### config.mk
export PLATFORM = sky130hd
export DESIGN_NAME = periodic_task_timer_table
export DESIGN_NICKNAME = d
export VERILOG_FILES = /design/src/hdl/ptt_pkg.sv /design/src/hdl/ptt_apb.sv /design/src/hdl/ptt_ctrl.sv /design/src/hdl/ptt_datapath.sv /design/src/hdl/periodic_task_timer_table.sv
export VERILOG_INCLUDE_DIRS = /design/src /design/src/hdl
export SDC_FILE = /design/constraint.sdc
export NUM_CORES = 2
export LEC_CHECK = 0
export CORE_MARGIN = 4
export CORE_UTILIZATION = 40
export CTS_BUF_LIST = sky130_fd_sc_hd__clkbuf_16
export DETAILED_ROUTE_END_ITERATION = 7
export DONT_BUFFER_PORTS = 1
export HOLD_SLACK_MARGIN = 0.12
export PLACE_DENSITY = 0.51
export SLEW_MARGIN = 20
export SYNTH_ARGS = -nofsm -noshare
export SYNTH_HDL_FRONTEND = slang
export SYNTH_SLANG_ARGS = --single-unit
### constraint.sdc
create_clock -name clk -period 10.5 [get_ports clk]
set_input_delay 2.1 -clock clk [delete_from_list [all_inputs] [get_ports clk]]
set_output_delay 2.1 -clock clk [all_outputs]
set_load 0.02 [all_outputs]
### src/hdl/assert_macros.svh
// ---------------------------------------------------------------------------
// Assertion macros
// Shared concurrent assertion forms for the timer table RTL.
// ---------------------------------------------------------------------------
`ifndef ASSERT_MACROS_SVH
`define ASSERT_MACROS_SVH

// ante holds now -> cons holds in the same cycle
`define ASSERT_IMPLIES(label, ck, rs, ante, cons, msg) \
  label: assert property (@(posedge ck) disable iff (rs) (ante) |-> (cons)) \
    else $error(msg);

// ante holds now -> cons holds in the next cycle
`define ASSERT_NEXT(label, ck, rs, ante, cons, msg) \
  label: assert property (@(posedge ck) disable iff (rs) (ante) |=> (cons)) \
    else $error(msg);

`endif

### src/hdl/ptt_pkg.sv
// ---------------------------------------------------------------------------
// ptt_pkg
// Types and constants shared by the periodic task timer table modules.
// ---------------------------------------------------------------------------
`timescale 1ns / 1ps

package ptt_pkg;

  localparam int SLOTS_DEF     = 16;
  localparam int TIME_BITS_DEF = 48;

  localparam int KIND_W   = 3;
  localparam int SLOT_W   = 4;
  localparam int MS_W     = 32;
  localparam int REP_W    = 16;
  localparam int PADDR_W  = 3;
  localparam int PDATA_W  = 32;

  localparam logic [MS_W-1:0] MS_MAX         = '1;
  localparam logic [MS_W-1:0] MAX_WAIT_RESET = 32'd5000;

  // register index, taken from paddr above the byte lanes
  localparam logic REG_MAX_WAIT = 1'b0;

  localparam logic [KIND_W-1:0] K_TICK      = 3'd0;
  localparam logic [KIND_W-1:0] K_SCHEDULE  = 3'd1;
  localparam logic [KIND_W-1:0] K_CANCEL    = 3'd2;
  localparam logic [KIND_W-1:0] K_DELAY_ALL = 3'd3;
  localparam logic [KIND_W-1:0] K_CLEAR     = 3'd4;

  typedef struct packed {
    logic load;
    logic scan_rd;
    logic exec;
    logic fin;
  } dp_cmd_t;

endpackage

### src/hdl/ptt_apb.sv
// ---------------------------------------------------------------------------
// ptt_apb
// Configuration port holding the wait cap register.
// ---------------------------------------------------------------------------
`timescale 1ns / 1ps

module ptt_apb (
  input  logic                         clk,
  input  logic                         rst,
  input  logic                         psel,
  input  logic                         penable,
  input  logic                         pwrite,
  input  logic [ptt_pkg::PADDR_W-1:0]  paddr,
  input  logic [ptt_pkg::PDATA_W-1:0]  pwdata,
  output logic [ptt_pkg::PDATA_W-1:0]  prdata,
  output logic                         pready,
  output logic [ptt_pkg::MS_W-1:0]     max_wait_ms
);
  import ptt_pkg::*;

  logic wr_hit;

  assign pready = 1'b1;
  assign wr_hit = psel && penable && pwrite && (paddr[PADDR_W-1] == REG_MAX_WAIT);

  always_ff @(posedge clk) begin
    if (rst) begin
      max_wait_ms <= MAX_WAIT_RESET;
    end else if (wr_hit) begin
      max_wait_ms <= pwdata;
    end
  end

  always_comb begin
    if (paddr[PADDR_W-1] == REG_MAX_WAIT) begin
      prdata = max_wait_ms;
    end else begin
      prdata = '0;
    end
  end

endmodule

### src/hdl/ptt_ctrl.sv
// ---------------------------------------------------------------------------
// ptt_ctrl
// Sequencer: accepts items, sweeps the slot table and orders the results.
// ---------------------------------------------------------------------------
`timescale 1ns / 1ps
`include "assert_macros.svh"

module ptt_ctrl #(
  parameter  int SLOTS = ptt_pkg::SLOTS_DEF,
  localparam int IDX_W = (SLOTS > 1) ? $clog2(SLOTS) : 1
) (
  input  logic                        clk,
  input  logic                        rst,
  input  logic                        start,
  input  logic [ptt_pkg::KIND_W-1:0]  kind,
  output logic                        busy,
  output ptt_pkg::dp_cmd_t            cmd,
  output logic [IDX_W-1:0]            rd_addr
);
  import ptt_pkg::*;

  typedef enum logic [2:0] {
    S_IDLE,
    S_SCAN,
    S_DRAIN1,
    S_DRAIN2,
    S_FIN,
    S_EXEC
  } state_t;

  state_t           state;
  logic [IDX_W-1:0] cnt;

  always_ff @(posedge clk) begin
    if (rst) begin
      state <= S_IDLE;
      busy  <= 1'b0;
      cnt   <= '0;
    end else begin
      unique case (state)
        S_IDLE: begin
          if (start) begin
            busy <= 1'b1;
            cnt  <= '0;
            if (kind == K_TICK || kind == K_DELAY_ALL) begin
              state <= S_SCAN;
            end else begin
              state <= S_EXEC;
            end
          end
        end
        S_SCAN: begin
          if (cnt == IDX_W'(SLOTS - 1)) begin
            state <= S_DRAIN1;
          end else begin
            cnt <= cnt + 1'b1;
          end
        end
        S_DRAIN1: state <= S_DRAIN2;
        S_DRAIN2: state <= S_FIN;
        S_FIN: begin
          state <= S_IDLE;
          busy  <= 1'b0;
        end
        S_EXEC: begin
          state <= S_IDLE;
          busy  <= 1'b0;
        end
        default: begin
          state <= S_IDLE;
          busy  <= 1'b0;
        end
      endcase
    end
  end

  always_comb begin
    cmd.load    = start && !busy;
    cmd.scan_rd = (state == S_SCAN);
    cmd.exec    = (state == S_EXEC);
    cmd.fin     = (state == S_FIN);
    rd_addr     = cnt;
  end

  `ASSERT_IMPLIES(a_busy_state, clk, rst, 1'b1, busy == (state != S_IDLE), "busy out of step")
  `ASSERT_NEXT(a_sweep_start, clk, rst, start && !busy && (kind == K_TICK || kind == K_DELAY_ALL), state == S_SCAN && cnt == '0, "sweep did not start at slot zero")
  `ASSERT_NEXT(a_sweep_end, clk, rst, state == S_SCAN && cnt == IDX_W'(SLOTS - 1), state == S_DRAIN1, "sweep overran")

endmodule

### src/hdl/ptt_datapath.sv
// ---------------------------------------------------------------------------
// ptt_datapath
// Slot store, due-time arithmetic, wait tracking and the result register.
// ---------------------------------------------------------------------------
`timescale 1ns / 1ps
`include "assert_macros.svh"

module ptt_datapath #(
  parameter  int SLOTS     = ptt_pkg::SLOTS_DEF,
  parameter  int TIME_BITS = ptt_pkg::TIME_BITS_DEF,
  localparam int IDX_W     = (SLOTS > 1) ? $clog2(SLOTS) : 1
) (
  input  logic                        clk,
  input  logic                        rst,
  input  ptt_pkg::dp_cmd_t            cmd,
  input  logic [IDX_W-1:0]            rd_addr,
  input  logic [ptt_pkg::KIND_W-1:0]  kind,
  input  logic [TIME_BITS-1:0]        now_ms,
  input  logic [ptt_pkg::SLOT_W-1:0]  slot,
  input  logic [ptt_pkg::MS_W-1:0]    delay_ms,
  input  logic [ptt_pkg::MS_W-1:0]    interval_ms,
  input  logic [ptt_pkg::REP_W-1:0]   repeat_count,
  input  logic                        repeat_forever,
  input  logic [ptt_pkg::MS_W-1:0]    max_wait_ms,
  output logic                        strobe,
  output logic                        fired,
  output logic [ptt_pkg::SLOT_W-1:0]  fired_slot,
  output logic [ptt_pkg::MS_W-1:0]    wait_ms,
  output logic                        status,
  output logic                        last
);
  import ptt_pkg::*;

  localparam int WIDE_W = IDX_W + SLOT_W;

  // latched item
  logic [KIND_W-1:0]    kind_r;
  logic [TIME_BITS-1:0] now_r;
  logic [SLOT_W-1:0]    slot_r;
  logic [MS_W-1:0]      dly_r;
  logic [MS_W-1:0]      ivl_r;
  logic [REP_W-1:0]     rep_r;
  logic                 fvr_r;

  // slot store
  logic [TIME_BITS-1:0] due_mem    [SLOTS];
  logic [MS_W-1:0]      period_mem [SLOTS];
  logic [REP_W-1:0]     reps_mem   [SLOTS];
  logic                 fvr_mem    [SLOTS];
  logic [SLOTS-1:0]     slot_valid;

  logic [TIME_BITS-1:0] due_q;
  logic [MS_W-1:0]      period_q;
  logic [REP_W-1:0]     reps_q;
  logic                 fvr_q;

  logic                 a_vld;
  logic [IDX_W-1:0]     a_idx;
  logic                 b_vld;
  logic [MS_W-1:0]      b_cand;
  logic [MS_W-1:0]      wait_acc;

  logic                 is_tick;
  logic                 is_delay;
  logic                 is_sched;
  logic [WIDE_W-1:0]    slot_wide;
  logic [IDX_W-1:0]     slot_idx;
  logic                 slot_in_range;
  logic                 sched_busy;
  logic [WIDE_W-1:0]    a_idx_wide;
  logic                 a_live;
  logic                 due_later;
  logic [TIME_BITS-1:0] due_gap;
  logic [MS_W-1:0]      gap_sat;
  logic [TIME_BITS-1:0] add_a;
  logic [MS_W-1:0]      add_b;
  logic [TIME_BITS:0]   add_sum;
  logic [TIME_BITS-1:0] sat_sum;
  logic                 retire;
  logic                 fire;
  logic                 cand_vld;
  logic [MS_W-1:0]      cand;

  logic                 wr_en;
  logic [IDX_W-1:0]     wr_addr;
  logic [TIME_BITS-1:0] wr_due;
  logic [MS_W-1:0]      wr_period;
  logic [REP_W-1:0]     wr_reps;
  logic                 wr_fvr;

  always_ff @(posedge clk) begin
    if (cmd.load) begin
      kind_r <= kind;
      now_r  <= now_ms;
      slot_r <= slot;
      dly_r  <= delay_ms;
      ivl_r  <= interval_ms;
      rep_r  <= repeat_count;
      fvr_r  <= repeat_forever;
    end
  end

  always_comb begin
    is_tick       = (kind_r == K_TICK);
    is_delay      = (kind_r == K_DELAY_ALL);
    is_sched      = (kind_r == K_SCHEDULE);
    slot_wide     = {IDX_W'(0), slot_r};
    slot_idx      = slot_wide[IDX_W-1:0];
    slot_in_range = (slot_wide < WIDE_W'(SLOTS));
    sched_busy    = slot_in_range && slot_valid[slot_idx];
    a_idx_wide    = {SLOT_W'(0), a_idx};
    a_live        = a_vld && slot_valid[a_idx];

    due_later = (due_q > now_r);
    due_gap   = due_q - now_r;
    gap_sat   = (due_gap > TIME_BITS'(MS_MAX)) ? MS_MAX : due_gap[MS_W-1:0];

    // saturating add shared by tick, schedule and delay all
    add_a   = is_delay ? due_q : now_r;
    add_b   = is_tick ? period_q : dly_r;
    add_sum = {1'b0, add_a} + (TIME_BITS + 1)'(add_b);
    sat_sum = add_sum[TIME_BITS] ? '1 : add_sum[TIME_BITS-1:0];

    retire   = !fvr_q && (reps_q == '0);
    fire     = a_live && is_tick && !due_later;
    cand_vld = a_live && is_tick && (due_later || !retire);
    cand     = due_later ? gap_sat : period_q;
  end

  always_comb begin
    wr_en     = 1'b0;
    wr_addr   = a_idx;
    wr_due    = sat_sum;
    wr_period = period_q;
    wr_reps   = reps_q;
    wr_fvr    = fvr_q;
    if (a_live && is_delay) begin
      wr_en = 1'b1;
    end
    if (fire && !retire) begin
      wr_en = 1'b1;
      if (!fvr_q) begin
        wr_reps = reps_q - REP_W'(1);
      end
    end
    if (cmd.exec && is_sched && slot_in_range && !slot_valid[slot_idx]) begin
      wr_en     = 1'b1;
      wr_addr   = slot_idx;
      wr_period = ivl_r;
      wr_reps   = rep_r;
      wr_fvr    = fvr_r;
    end
  end

  always_ff @(posedge clk) begin
    if (wr_en) begin
      due_mem[wr_addr]    <= wr_due;
      period_mem[wr_addr] <= wr_period;
      reps_mem[wr_addr]   <= wr_reps;
      fvr_mem[wr_addr]    <= wr_fvr;
    end
    if (cmd.scan_rd) begin
      due_q    <= due_mem[rd_addr];
      period_q <= period_mem[rd_addr];
      reps_q   <= reps_mem[rd_addr];
      fvr_q    <= fvr_mem[rd_addr];
    end
  end

  always_ff @(posedge clk) begin
    if (rst) begin
      slot_valid <= '0;
    end else begin
      if (fire && retire) begin
        slot_valid[a_idx] <= 1'b0;
      end
      if (cmd.exec) begin
        unique case (kind_r)
          K_SCHEDULE: begin
            if (slot_in_range) begin
              slot_valid[slot_idx] <= 1'b1;
            end
          end
          K_CANCEL: begin
            if (slot_in_range) begin
              slot_valid[slot_idx] <= 1'b0;
            end
          end
          K_CLEAR: slot_valid <= '0;
          default: ;
        endcase
      end
    end
  end

  always_ff @(posedge clk) begin
    if (rst) begin
      a_vld  <= 1'b0;
      b_vld  <= 1'b0;
      strobe <= 1'b0;
    end else begin
      a_vld  <= cmd.scan_rd;
      b_vld  <= cand_vld;
      strobe <= fire || cmd.exec || cmd.fin;
    end
  end

  always_ff @(posedge clk) begin
    a_idx  <= rd_addr;
    b_cand <= cand;
    if (cmd.load) begin
      wait_acc <= max_wait_ms;
    end else if (b_vld && (b_cand < wait_acc)) begin
      wait_acc <= b_cand;
    end
  end

  always_ff @(posedge clk) begin
    if (fire) begin
      fired      <= 1'b1;
      fired_slot <= a_idx_wide[SLOT_W-1:0];
      wait_ms    <= '0;
      status     <= 1'b0;
      last       <= 1'b0;
    end else begin
      fired      <= 1'b0;
      fired_slot <= '0;
      wait_ms    <= (cmd.fin && is_tick) ? wait_acc : '0;
      status     <= cmd.exec && is_sched && sched_busy;
      last       <= 1'b1;
    end
  end

  `ASSERT_IMPLIES(a_fin_drained, clk, rst, cmd.fin, !a_vld && !b_vld, "final item before sweep drained")
  `ASSERT_IMPLIES(a_exec_quiet, clk, rst, cmd.exec, !a_vld && !b_vld && !fire, "command during sweep")
  `ASSERT_NEXT(a_retire_clears, clk, rst, fire && retire, !slot_valid[$past(a_idx)], "retired slot still valid")

endmodule

### src/hdl/periodic_task_timer_table.sv
// ---------------------------------------------------------------------------
// periodic_task_timer_table
// Table of periodic timer slots driven by tick, schedule, cancel, delay-all
// and clear items.
// ---------------------------------------------------------------------------
// Usage:
//   Item channel: present kind, now_ms and the other fields with start high;
//   the item is taken at a rising edge with start high and busy low.
//   Result channel: each result sits on fired, fired_slot, wait_ms, status
//   and last for one cycle with strobe high; the receiver cannot stall it.
//   Tick and delay-all sweep the slot store one slot a cycle through its
//   single read port, then drain a three-stage pipe: busy stays high
//   through the sweep, the drain states and S_FIN, so the next item is
//   taken only after busy falls. Fire results come out in slot order,
//   and the final result with last high is registered from S_FIN, once
//   the pipe has drained.
//   Schedule, cancel, clear and unused kinds: one result on the ports from
//   the edge after the accept edge, busy for one cycle.
//   APB port: max_wait_ms at byte address 0; the user must write it only while idle, which the block does not enforce.
//   Reset: clears all slots and the controller, max_wait_ms returns to 5000.
//   Slot contents are not cleared; the sweep reads every slot but acts only on valid ones.
// ---------------------------------------------------------------------------
`timescale 1ns / 1ps

module periodic_task_timer_table #(
  parameter int SLOTS     = ptt_pkg::SLOTS_DEF,
  parameter int TIME_BITS = ptt_pkg::TIME_BITS_DEF
) (
  input  logic                        clk,
  input  logic                        rst,
  input  logic                        start,
  output logic                        busy,
  input  logic [ptt_pkg::KIND_W-1:0]  kind,
  input  logic [TIME_BITS-1:0]        now_ms,
  input  logic [ptt_pkg::SLOT_W-1:0]  slot,
  input  logic [ptt_pkg::MS_W-1:0]    delay_ms,
  input  logic [ptt_pkg::MS_W-1:0]    interval_ms,
  input  logic [ptt_pkg::REP_W-1:0]   repeat_count,
  input  logic                        repeat_forever,
  output logic                        strobe,
  output logic                        fired,
  output logic [ptt_pkg::SLOT_W-1:0]  fired_slot,
  output logic [ptt_pkg::MS_W-1:0]    wait_ms,
  output logic                        status,
  output logic                        last,
  input  logic                        psel,
  input  logic                        penable,
  input  logic                        pwrite,
  input  logic [ptt_pkg::PADDR_W-1:0] paddr,
  input  logic [ptt_pkg::PDATA_W-1:0] pwdata,
  output logic [ptt_pkg::PDATA_W-1:0] prdata,
  output logic                        pready
);
  import ptt_pkg::*;

  localparam int IDX_W = (SLOTS > 1) ? $clog2(SLOTS) : 1;

  dp_cmd_t          cmd;
  logic [IDX_W-1:0] rd_addr;
  logic [MS_W-1:0]  max_wait_ms;

  ptt_apb u_apb (
    .clk         (clk),
    .rst         (rst),
    .psel        (psel),
    .penable     (penable),
    .pwrite      (pwrite),
    .paddr       (paddr),
    .pwdata      (pwdata),
    .prdata      (prdata),
    .pready      (pready),
    .max_wait_ms (max_wait_ms)
  );

  ptt_ctrl #(
    .SLOTS (SLOTS)
  ) u_ctrl (
    .clk     (clk),
    .rst     (rst),
    .start   (start),
    .kind    (kind),
    .busy    (busy),
    .cmd     (cmd),
    .rd_addr (rd_addr)
  );

  ptt_datapath #(
    .SLOTS     (SLOTS),
    .TIME_BITS (TIME_BITS)
  ) u_datapath (
    .clk            (clk),
    .rst            (rst),
    .cmd            (cmd),
    .rd_addr        (rd_addr),
    .kind           (kind),
    .now_ms         (now_ms),
    .slot           (slot),
    .delay_ms       (delay_ms),
    .interval_ms    (interval_ms),
    .repeat_count   (repeat_count),
    .repeat_forever (repeat_forever),
    .max_wait_ms    (max_wait_ms),
    .strobe         (strobe),
    .fired          (fired),
    .fired_slot     (fired_slot),
    .wait_ms        (wait_ms),
    .status         (status),
    .last           (last)
  );

endmodule
### Yosys cells after proc, flatten, opt, wreduce, memory -nomap -nowiden

Memory sizes are Yosys's and may differ from the RTL's. A register that Yosys moved wholly into a read port is not among the register bits.
Index checks and enable logic that the tools add are counted.

* register bits: 302
* latch bits: 0
* RAM bits: 1552
* bits in read-only memories: 0
* bits of input ports: 177
* logic and storage cells: 141
* memories kept: 4

* $add $sub $neg: 4
* multipliers: 0
* divide/modulo/power cells: 0
* $lt $le $gt $ge: 7
* equal/unequal tests: 14
* shift operators: 0
* muxes and demuxes: 42
* bitwise operators: 8
* reduce and logical (&&, ||, !) cells: 39

Memories
* u_datapath.due_mem: depth 16, width 48, read ports 1, clocked after Yosys merged registers in 1, wr ports 1, RTL line ptt_datapath.sv:46 `logic [TIME_BITS-1:0] due_mem [SLOTS];`
* u_datapath.period_mem: depth 16, width 32, read ports 1, clocked after Yosys merged registers in 1, wr ports 1, RTL line ptt_datapath.sv:47 `logic [MS_W-1:0] period_mem [SLOTS];`
* u_datapath.reps_mem: depth 16, width 16, read ports 1, clocked after Yosys merged registers in 1, wr ports 1, RTL line ptt_datapath.sv:48 `logic [REP_W-1:0] reps_mem [SLOTS];`
* u_datapath.fvr_mem: depth 16, width 1, read ports 1, clocked after Yosys merged registers in 1, wr ports 1, RTL line ptt_datapath.sv:49 `logic fvr_mem [SLOTS];`

Operators with widths (number)
* $mux W32: 7
* $mux W16: 6
* $mux W48: 2
* $add A48 B32 Y49: 1
* $gt A48 B32 Y1 const B: 1
* $gt A48 B48 Y1: 1
* $pmux W16 S3: 1
* $sub A48 B48 Y48: 1
* $and A16 B16 Y16: 2
* $lt A32 B32 Y1: 1
* $not A16 Y16: 2
* $logic_and A1 B1 Y1: 19
* $logic_not A16 Y1: 1
* $or A16 B16 Y16: 1
* $sub A16 B1 Y16 const B: 1
* $eq A3 B2 Y1 const B: 5
* $mux W1: 13
* $mux W4: 3
* $pmux W3 S4: 1
* $lt A4 B5 Y1 const B: 2
* $eq A3 B3 Y1 const B: 3
* $logic_not A3 Y1: 3
* $mux W3: 3
* $bmux W1 S4: 2
* 16 further kinds: 32

### Logic depth before layout (Yosys ltp)

* depth after elaboration: 11
* depth in mapped cells: 21
* depth with buffers taken out: 14

### Hierarchy

A second synthesis with hierarchy kept.

* cells, all modules: 4317
* area total of the unflattened synthesis: 80415.9 um^2

Modules (own cells, without submodules)
* ptt_datapath: times used 1, cells each 4094, area each 78321.4 um^2, seq. area each 56444.1 um^2
* ptt_apb: times used 1, cells each 177, area each 1672.9 um^2, seq. area each 640.6 um^2
* ptt_ctrl: times used 1, cells each 46, area each 421.7 um^2, seq. area each 160.2 um^2

### Worst setup path before layout

Ideal clock, no wire load.

* path kind: flip-flop to flip-flop
* start: register u_datapath.slot_r[0] (netlist: u_datapath.slot_idx[0])
* end: memory u_datapath.due_mem[0][0] (netlist name) (enable)
* arrival time: 6654 ps
* setup slack: 3292 ps
* cell stages (with the launch flop): 9
* path buffers: 3
* period minus slack after synthesis: 7208 ps
* cell sequence: edfxtp_1 -> clkbuf_1 -> mux4_2 -> mux4_2 -> nor2_1 -> clkbuf_1 -> buf_1 -> a31oi_1 -> nor2_1

* cells in the longest elaborated chain, start to end: 7
* elaborated cells on any way between the ends: 8
* those cells by class: mux (6); reduce/logical (2)

RTL lines
* start, declared: RTL line ptt_datapath.sv:39 `logic [SLOT_W-1:0] slot_r;`
* start signal, assigned: RTL line ptt_datapath.sv:95 `slot_r <= slot;`
* $bmux W1 S4: RTL line ptt_datapath.sv:146 `if (cmd.exec && is_sched && slot_in_range && !slot_valid[slot_idx]) begin`
* $mux W1 (not written as such): RTL line ptt_datapath.sv:146
* $logic_not A1 Y1: RTL line ptt_datapath.sv:146
* $logic_and A1 B1 Y1: RTL line ptt_datapath.sv:146
* $mux W1: RTL line ptt_datapath.sv:146
* $mux W1: RTL line ptt_datapath.sv:156 `if (wr_en) begin`
* $mux W1 (not written as such): RTL line ptt_datapath.sv:157 `due_mem[wr_addr] <= wr_due;`
* end, declared: RTL line ptt_datapath.sv:46

Several ways; a longest one is shown, not always the timed one. The select of a mux whose other input is x is not followed.

### Worst setup path in the final report

* start: register u_datapath.kind_r[2]
* end: memory u_datapath.due_mem[1][36] (netlist name) (data pin)

* cells in the longest elaborated chain, start to end: 4
* elaborated cells on any way between the ends: 6
* those cells by class: add/sub (1); eq/ne (1); mux (3); reduce/logical (1)

RTL lines
* start, declared: RTL line ptt_datapath.sv:37 `logic [KIND_W-1:0] kind_r;`
* start signal, assigned: RTL line ptt_datapath.sv:93 `kind_r <= kind;`
* $eq A3 B2 Y1 / $logic_not A3 Y1 (equally long branches): RTL line ptt_datapath.sv:105, ptt_datapath.sv:104
* $mux W48 / $mux W32 (equally long branches): RTL line ptt_datapath.sv:119, ptt_datapath.sv:120
* $add A48 B32 Y49 *: RTL line ptt_datapath.sv:121 `add_sum = {1'b0, add_a} + (TIME_BITS + 1)'(add_b);`
* $mux W48 *: RTL line ptt_datapath.sv:122 `sat_sum = add_sum[TIME_BITS] ? '1 : add_sum[TIME_BITS-1:0];`
* named net u_datapath.sat_sum[36]: RTL line ptt_datapath.sv:78 `logic [TIME_BITS-1:0] sat_sum;`

Mark *: on every way through the listed nets, which the timed path passes. The rest lies on a longest branch.

==> results by stage <==
Status:
- The run finished with clean final reports.

Die:
- The core region is 200,000 sq um.
- 251 I/O pins were placed.
- The row count is 164.
- Measured along the x axis, the die boundary spans 456 um.
- The vertical extent of the die is 456 um.
- For this configuration, the core starts out at a cell density of 0.402.
- The overall die area is 208,000 sq um.

STA:
- The number of max-slew violations in the final report is 0.
- Setup repair after global routing left no endpoint under its margin.
- The tightest hold path in the finished design has a slack of 0.477 ns.
- The number of setup violations in the final report is 0.
- The worst relative slew slack is 0.264.
- The setup total negative slack is 0 ns.
- In the finished design, the share of the clock period the worst path needs comes to 0.605.
- The highest clock rate is 157 MHz.
- The worst path in the final design needs a cycle of 6.35 ns, including I/O delays and setup.
- For the pin with the worst max-slew slack, the measured transition is 1.10 ns.
- The number of endpoints with negative hold slack in the final report is 0.
- Across the routed clock network, the largest skew measured is 0.0457 ns.

Placed design:
- Routability-driven placement finished with a final weighted congestion of 0.891.
- In this run the cell area measured after placement is 83,800 sq um.
- The HPWL after detailed placement is 125,000 um.
- In this run the tool buffered the top-level ports with 0 buffer cells.

Logic synthesis:
- By area, the combinational part of the netlist is dominated by multiplexers.
- In the synthesized netlist the async set-or-reset flop fraction comes to 0.
- The compound-gate portion of the synthesized area came to 0.0430.
- The post-synthesis share of cell area spent on xor and xnor gates is 0.00763.
- The basic-gate share of the synthesized area counting and, or, nand and nor cells is 0.0483.
- After synthesis, the netlist uses 85 different library cells.
- For this run, the leading register cell type out of synthesis is edfxtp_1.
- The number of standard cells after synthesis is 4,433.
- Of the post-synthesis cell area, the part taken by muxes is 0.154.
- The share of the Yosys chip area taken by registers is 0.712.
- The total of flip-flops plus latches after synthesis is 1,951.
- Of the total synthesized cell area, the portion taken by full adders, half adders and majority gates is 0.0181.
- After synthesis the cells add up to 80,400 sq um.
- The number of enable flip-flop cells after synthesis is 1,817.
- The post-synth net total is 4,725.
- The Yosys step of the flow raised 0 warnings.
- After synthesis, the mean cell area works out to 18.1 sq um.

Detailed routing:
- The final route contains 41,748 vias.
- For this block, the routed nets add up to 220,000 um of wire.
- The length of the first detailed-routing pass in iterations is 7.
- The via density per instance is 5.69.
- The detailed router finished its first iteration with 4,251 violations.
- The detailed-route wire length per cell is 29.9 um.
- In the routed design, unresolved DRC markers number 0.
- The detail route stage leaves a number of antenna-violating nets equal to 0.

GRT:
- The first-pass GRT wire length is 314,000 um.
- Across every metal layer, demand over resource in global routing totals 0.209.
- The number of antenna violations at the first check in global routing is 13.
- The via count of the first global-routing pass is 42,252.
- The total congestion overflow is 0.
- The pin count of the biggest net entering global routing is 133.

Cells and area:
- The net count reported at finish is 4,788.
- The library cells used most frequently in the layout, excluding fill and tap cells, are edfxtp_1, mux4_2, nand2_1.
- The leading cell type in the layout, fill and taps excluded is edfxtp_1.
- With fillers left out, the area of the finished cells amounts to 90,400 sq um.
- The area growth from synthesis to layout is 12.5%.
- Of the cells placed in the final design, the portion with a size suffix greater than 1 is 0.223.

Clocking:
- The clock sink total is 1,951.
- The count of H-tree levels built during CTS is 4.
- The number of buffers added to fix hold violations after cts is 0.
- The cell sitting at the root of the clock tree is a clkbuf_16.
- TritonCTS built the clock tree.
- The largest buffer count on any clock path is 3.
- Clock latency on the worst-skew pair, taken at its later pin, is 0.85 ns.
- The number of gates resized after CTS is 0.
- The buffers inserted during post-CTS setup optimization is 0.
- After clock tree synthesis, the clock-pin slew on the worst setup and hold paths is 0.06 ns.
- In this run, CTS created clock tree buffers numbering 207.

Setup path:
- The classification of the worst setup path is register to register.
- The worst endpoint data arrival time is 6.84 ns.
- For the worst setup path, the data required time is 10.98 ns.
- The critical path startpoint category is a register.
- In this run the worst path has a maximum fanout of 63.
- STA classifies the critical path endpoint as a register.

Worst hold path:
- In this run the worst hold path is classified as register to register.

Power and ir drop:
- Across the VDD grid, the largest voltage drop is 0.184 mV.
- The leakage power total is 28.4 nW.
- The power per standard cell area is 208 nW/um^2.
- The total chip power is 18.8 mW.

Job:
- The number of max-cap violations is 0.
[per-layer routing]
layer | part of all wire | vias up | GRT usage
met1 | 0.43 | 22112 | 0.290
met2 | 0.49 | 1264 | 0.344
met5 | 0.00028 | - | 0
met3 | 0.049 | 289 | 0.0309
li1 | - | 18075 | -
met4 | 0.026 | 8 | 0.0576
[worst paths after layout]
check	start	depth (start not counted)	slack (ns)	to
hold reg to reg	u_apb.max_wait_ms[11]	2	0.48	u_apb.max_wait_ms[11]
hold / removal	u_apb.max_wait_ms[11]	2	0.48	u_apb.max_wait_ms[11]
setup reg to reg	u_datapath.kind_r[2]	13	4.15	u_datapath.due_mem[1][36]
setup / recovery	u_datapath.kind_r[2]	13	4.15	u_datapath.due_mem[1][36]
[metrics by stage]
stage	setup slack, ns	instances	utilization
final	4.15	7331	0.452
after global routing	3.72	7329	0.452
after CTS	4.02	7327	0.452
after detailed placement	4.05	6941	0.419
after global placement	3.99	6941	0.419
after floorplan	3.29	4433	-
[Yosys cell counts (39+ instances only)]
| cell | number | area share |
|---|---|---|
| a31oi_1 | 56 | 0.0044 |
| a21o_1 | 54 | 0.0050 |
| nor2b_1 | 43 | 0.0033 |
| ha_1 | 113 | 0.018 |
| buf_1 | 45 | 0.0021 |
| mux2_2 | 99 | 0.014 |
| nand4_1 | 39 | 0.0030 |
| a21oi_1 | 149 | 0.0093 |
| nor3_1 | 112 | 0.0070 |
| mux4_2 | 495 | 0.14 |
| nor2_1 | 169 | 0.0079 |
| inv_1 | 115 | 0.0054 |
| nand2_1 | 261 | 0.012 |
| dfxtp_1 | 134 | 0.033 |
| nand3_1 | 42 | 0.0026 |
| xnor2_1 | 45 | 0.0049 |
| clkbuf_1 | 174 | 0.0081 |
| o21ai_0 | 137 | 0.0085 |
| edfxtp_1 | 1817 | 0.68 |
[power breakdown]
| part | switching [mW] | internal, mW |
|---|---|---|
| logic | 1.55 | 0.866 |
| registers | 0.215 | 9.13 |
| clock network | 3.07 | 3.99 |
| total | 4.84 | 14.0 |
[cell families (layout without fill, tap and decap cells)]
| kind of cell | after synthesis | count (layout) |
|---|---|---|
| DFF | 1951 | 1951 |
| buffers and inverters | 349 | 589 |
| adders and majority gates | 115 | 115 |
| and+or+nand+nor | 803 | 803 |
| xor gates and xnor gates | 70 | 70 |
| other | 1 | 3 |
| AOI/OAI and AO/OA | 542 | 542 |
| muxes | 602 | 602 |
[sequential cells by signal (all words and copies together) (netlist names), 32 cells and up]
name / cells
u_apb.max_wait_ms: 32
u_datapath.b_cand: 32
u_datapath.dly_r: 32
u_datapath.due_mem: 768
u_datapath.due_q: 48
u_datapath.ivl_r: 32
u_datapath.now_r: 48
u_datapath.period_mem: 512
u_datapath.period_q: 32
u_datapath.reps_mem: 256
u_datapath.wait_acc: 32
u_datapath.wait_ms: 32
[area by class of cell]
type	count	area, sq um
multi-input cells	2133	22000
flip-flops and latches	1951	57300
well taps	2656	3320
clock inverters	177	1360
fillers	17150	109000
clock buffers	209	5230
diodes	2	5.00
inverters	115	444
repair buffers	88	808
[worst max-delay path, stage by stage (launching register included)]
cell and delay, ns:
edfxtp_1 0.49, and3b_4 0.70, buf_4 0.61, o21ai_0 0.20, ha_1 0.42, and4_1 0.27
and2_1 0.24, nand2_1 0.14, o32ai_1 0.31, o211ai_1 0.34, o31ai_2 0.93, nand3_1 0.19
xnor2_1 0.18, o211ai_1 0.86
Power figures use the tool's default switching activity.
